[config.mk]
export PLATFORM = sky130hd
export DESIGN_NAME = lzwp_ctrl
export DESIGN_NICKNAME = d
export VERILOG_FILES = /design/src/design/lzw_compressor_word_packer_assert.svh /design/src/design/lzwp_pkg.sv /design/src/design/lzwp_ctrl.sv
export SDC_FILE = /design/constraint.sdc
export NUM_CORES = 1
export LEC_CHECK = 0
export BUFFER_PORTS_ARGS = -buffer_cell sky130_fd_sc_hd__buf_4
export CAP_MARGIN = 20
export CELL_PAD_IN_SITES_DETAIL_PLACEMENT = 1
export CELL_PAD_IN_SITES_GLOBAL_PLACEMENT = 2
export CORE_MARGIN = 2
export CORE_UTILIZATION = 21
export CTS_CLUSTER_DIAMETER = 120
export CTS_CLUSTER_SIZE = 25
export DETAILED_ROUTE_END_ITERATION = 16
export HOLD_SLACK_MARGIN = 0.06
export PLACE_DENSITY_LB_ADDON = 0.15
export SYNTH_ARGS = -nofsm -noshare
export SYNTH_HDL_FRONTEND = slang
export SYNTH_SLANG_ARGS = --single-unit
[constraint.sdc]
create_clock -name clk -period 2.2 [get_ports clk]
set_clock_uncertainty 0.2 [all_clocks]
set_input_delay 0.44 -clock clk [delete_from_list [all_inputs] [get_ports clk]]
set_output_delay 0.44 -clock clk [all_outputs]
set_load 0.05 [all_outputs]
[src/design/lzw_compressor_word_packer_assert.svh]
// Assertion macros shared by the compressor top level.
`ifndef LZW_COMPRESSOR_WORD_PACKER_ASSERT_SVH
`define LZW_COMPRESSOR_WORD_PACKER_ASSERT_SVH
`ifndef SYNTH
`define LZWP_ASSERT_IMP(lbl, ante, cons) \
  lbl: assert property (@(posedge clk) disable iff (!rst_n) (ante) |-> (cons)) \
    else $error("lzwp same-cycle check failed");
`define LZWP_ASSERT_NXT(lbl, ante, cons) \
  lbl: assert property (@(posedge clk) disable iff (!rst_n) (ante) |=> (cons)) \
    else $error("lzwp next-cycle check failed");
`else
`define LZWP_ASSERT_IMP(lbl, ante, cons)
`define LZWP_ASSERT_NXT(lbl, ante, cons)
`endif
`endif

[src/design/lzwp_pkg.sv]
// Shared constants and controller/datapath signal groups for the LZW word packer.
package lzwp_pkg;
  localparam int MAX_CODE_BITS = 12;
  localparam int MIN_CODE_BITS = 9;
  localparam int TABLE_DEPTH   = 1 << MAX_CODE_BITS;
  localparam int WORD_BITS     = 32;

  localparam logic [MAX_CODE_BITS-1:0] END_CODE  = MAX_CODE_BITS'(256);
  localparam logic [MAX_CODE_BITS:0]   FIRST_FREE = (MAX_CODE_BITS+1)'(257);
  localparam logic [3:0]               CODE_BITS_RST = 4'd12;

  localparam logic CMD_DATA   = 1'b0;
  localparam logic CMD_FINISH = 1'b1;

  typedef logic [MAX_CODE_BITS-1:0] code_t;

  typedef struct packed {
    logic load;
    logic start_str;
    logic look;
    logic cmp_step;
    logic hit;
    logic pack;
    logic pack_end;
    logic add_entry;
    logic add_clear;
    logic restart;
    logic flush;
  } lzwp_cmd_t;

  typedef struct packed {
    logic started;
    logic child_zero;
    logic match;
    logic sib_zero;
    logic tbl_ok;
    logic slot_free;
  } lzwp_status_t;
endpackage

[src/design/lzwp_ctrl.sv]
// Sequencing state machine for lookup, entry insertion, packing and finish.
module lzwp_ctrl (
  input  logic                  clk,
  input  logic                  rst_n,
  input  logic                  in_valid,
  input  logic                  in_command,
  output logic                  in_ready,
  input  lzwp_pkg::lzwp_status_t st,
  output lzwp_pkg::lzwp_cmd_t   cmd
);
  import lzwp_pkg::*;

  localparam logic [2:0] S_IDLE     = 3'd0;
  localparam logic [2:0] S_LOOK     = 3'd1;
  localparam logic [2:0] S_CMP      = 3'd2;
  localparam logic [2:0] S_ADD      = 3'd3;
  localparam logic [2:0] S_ADD2     = 3'd4;
  localparam logic [2:0] S_FIN_CUR  = 3'd5;
  localparam logic [2:0] S_FIN_END  = 3'd6;
  localparam logic [2:0] S_FIN_LAST = 3'd7;

  logic [2:0] state_r, state_nxt;

  always_ff @(posedge clk) begin
    if (!rst_n) begin
      state_r <= S_IDLE;
    end else begin
      state_r <= state_nxt;
    end
  end

  always_comb begin
    cmd       = '0;
    in_ready  = 1'b0;
    state_nxt = state_r;
    case (state_r)
      S_IDLE: begin
        in_ready = 1'b1;
        if (in_valid) begin
          cmd.load = 1'b1;
          if (in_command == CMD_FINISH) begin
            state_nxt = S_FIN_CUR;
          end else if (!st.started) begin
            cmd.start_str = 1'b1;
          end else begin
            state_nxt = S_LOOK;
          end
        end
      end
      S_LOOK: begin
        cmd.look  = 1'b1;
        state_nxt = st.child_zero ? S_ADD : S_CMP;
      end
      S_CMP: begin
        if (st.match) begin
          cmd.hit   = 1'b1;
          state_nxt = S_IDLE;
        end else if (st.sib_zero) begin
          state_nxt = S_ADD;
        end else begin
          cmd.cmp_step = 1'b1;
        end
      end
      S_ADD: begin
        if (st.slot_free) begin
          cmd.pack = 1'b1;
          if (st.tbl_ok) begin
            cmd.add_entry = 1'b1;
            state_nxt     = S_ADD2;
          end else begin
            cmd.restart = 1'b1;
            state_nxt   = S_IDLE;
          end
        end
      end
      S_ADD2: begin
        cmd.add_clear = 1'b1;
        cmd.restart   = 1'b1;
        state_nxt     = S_IDLE;
      end
      S_FIN_CUR: begin
        if (!st.started) begin
          state_nxt = S_FIN_END;
        end else if (st.slot_free) begin
          cmd.pack  = 1'b1;
          state_nxt = S_FIN_END;
        end
      end
      S_FIN_END: begin
        if (st.slot_free) begin
          cmd.pack     = 1'b1;
          cmd.pack_end = 1'b1;
          state_nxt    = S_FIN_LAST;
        end
      end
      S_FIN_LAST: begin
        if (st.slot_free) begin
          cmd.flush = 1'b1;
          state_nxt = S_IDLE;
        end
      end
      default: state_nxt = S_IDLE;
    endcase
  end
endmodule

==> flow_summary.json <==
{
  "startpoint_type": "flip-flop",
  "cp.arrival_ns": 1.44,
  "hp-class": "in -> reg",
  "via_count": 511,
  "die_x_um": 46.77,
  "regArea_um2": 62.56,
  "multi_input_area_um2": 326.6,
  "clockRootBuffer": "clkbuf_4",
  "top_register": "state_r",
  "cts_tree": "done",
  "ctsHoldBuffers": 0,
  "endpoint_kind": "output pin",
  "layout_commonest_cell": "buf_4",
  "reg_top3": "state_r: 3 flops",
  "finalCriticalPeriod_ns": 2.075,
  "firstDrtPassIters": 4,
  "grt_overflow": 0,
  "ys_warn_count": 0,
  "max_cap_viol_count": 0,
  "synth_seq_area_share": 0.1564,
  "via_per_inst": 4.731,
  "synth_top_area_cell": "dfxtp_1",
  "rows": 15,
  "drcViolationCount": 0,
  "netlist_instances": 58,
  "routedWlPerCell_um": 12.42,
  "clk_pin_slew_ns": 0.04,
  "core_um2": 1727,
  "place_area_um2": 609.3,
  "gp_congestion": 0.7383,
  "power_density_nw_per_um2": 1388,
  "slew_viol_final": 0,
  "ant_nets": 0,
  "grt_max_degree": 13,
  "path_class": "reg -> out",
  "drt_wl_total_mm": 1.341,
  "drive_above_1_share": 0.4578,
  "clock_path_buffers": 2,
  "dieArea_um2": 2187,
  "syn_nets": 68,
  "io_pins": 22,
  "slew-limit-headroom": 0.7896,
  "drt_iter0_drc": 3,
  "synthTopCellsByArea": "dfxtp_1, a21oi_1, nor3_1, nand2_1, buf_6",
  "vdd_drop_max_v": 0.0004867,
  "start_util": 0.2225,
  "instances_no_fill": 108,
  "grt_usage": 0.1339,
  "setup_viol": 0,
  "first_global_vias": 473,
  "cts_inserted_buffers": 3,
  "power_leakage_nw": 0.2790,
  "antenna_cells": 0,
  "syn_area_um2": 384.1,
  "status": "completed",
  "avgSynthCellArea_um2": 6.623,
  "design_area_um2": 638.1,
  "area_growth_pct": 66.12,
  "largest_reg_flops": 3,
  "dp_cells": 104,
  "worst-path-max-fanout": 10,
  "n_fill_cell": 236,
  "most-common-layout-cells": "buf_4, nand2_1, nor2_1, a21oi_1, nor3_1",
  "ys_types": 26,
  "max_freq_mhz": 481.9,
  "antenna_found_initial": 0,
  "final-hold-violation-count": 0,
  "die_h_um": 46.77,
  "grt_first_pass_wirelength_mm": 2.083,
  "cts_max_level": 1,
  "hpwl_mm": 1.086,
  "tightest_slew_ns": 0.3152,
  "synth_seq_cells": 3,
  "portBuffers": 21,
  "clock-sinks": 3,
  "grt_setup_unrepaired": "false",
  "required_ns": 1.56,
  "fin_nets": 94,
  "yosys.area.top_type_share": 0.1564,
  "clk_latency_ns": 0.24,
  "finalCritPeriodShare": 0.9432
}
## power by group
part / switching [W] / internal, W
registers: 0.0000620 / 0.0000784
logic: 0.000401 / 0.000246
clock network: 0.0000306 / 0.0000681
## Yosys cell counts
library cell and instances:
a211o_1 1, a211oi_1 1, a21oi_1 6, a221o_1 1, a31oi_1 1, and2_1 2, buf_2 1, buf_6 2
dfxtp_1 3, inv_1 3, mux2i_1 1, nand2_1 8, nand2b_1 3, nand2b_2 1, nand3_1 1, nand3b_1 1
nor2_1 6, nor2b_1 1, nor3_1 6, nor3_2 1, nor3b_1 2, nor4_2 1, o211a_1 1, o21ai_0 2
o21ai_1 1, o32ai_1 1
## critical path: stages, from the launching register on
cell,delay [ns]
dfxtp_1,0.39
buf_4,0.21
nor4_2,0.34
buf_4,0.26
## stage by stage
step	TNS, ns	utilization	setup slack [ns]	power (W)	hold slack [ns]
finish	0	0.3696	0.1250	0.0008858	0.2871
global route	0	0.3696	0.03283	0.0009446	0.3100
CTS	0	0.3681	0.04377	0.0008940	0.2907
detailed placement	0	0.3529	0.3131	0.0007885	0.4489
global placement	0	0.3529	0.2976	0.0007884	0.4268
floorplan	-0.3089	-	-0.3089	0.0006201	0.3903
## final timing paths
check,start,to,slack [ns],cells after the start
max,state_r[0],cmd[7],0.12,3
min,rst_n,state_r[2],0.29,3
max reg2reg,state_r[0],state_r[2],0.54,5
min reg2reg,state_r[2],state_r[2],0.37,2
## cell families (layout without fill, tap and decap cells)
kind of cell,after synthesis,after routing,share of synthesized area
AOI/OAI and AO/OA,15,15,0.2508
buffers and inverters,6,31,0.1010
DFF,3,3,0.1564
muxes,1,1,0.02606
and+or+nand+nor,33,33,0.4658
## layout make-up
type / count / share of cell area
tap: 25 / 0.04902
timing repair buffer: 24 / 0.2824
multi-input combinational: 49 / 0.5118
inverter: 3 / 0.01765
sequential: 3 / 0.09804
clock buffer: 4 / 0.04118
## what timing repair did
action | CTS | global route
buffers inserted | 0 | 0
endpoints found under the hold margin | 0 | 0
gates resized for setup | 0 | 2
endpoints found under the setup margin | 0 | 3
## per-layer routing
layer,vias up,part of all wire,global-route usage
met5,-,0,0
met4,0,0,0.06667
met3,0,0.031,0
met2,10,0.50,0.2274
met1,242,0.47,0.1759
li1,259,-,-
Note: power is estimated with default switching activity, not from simulation.
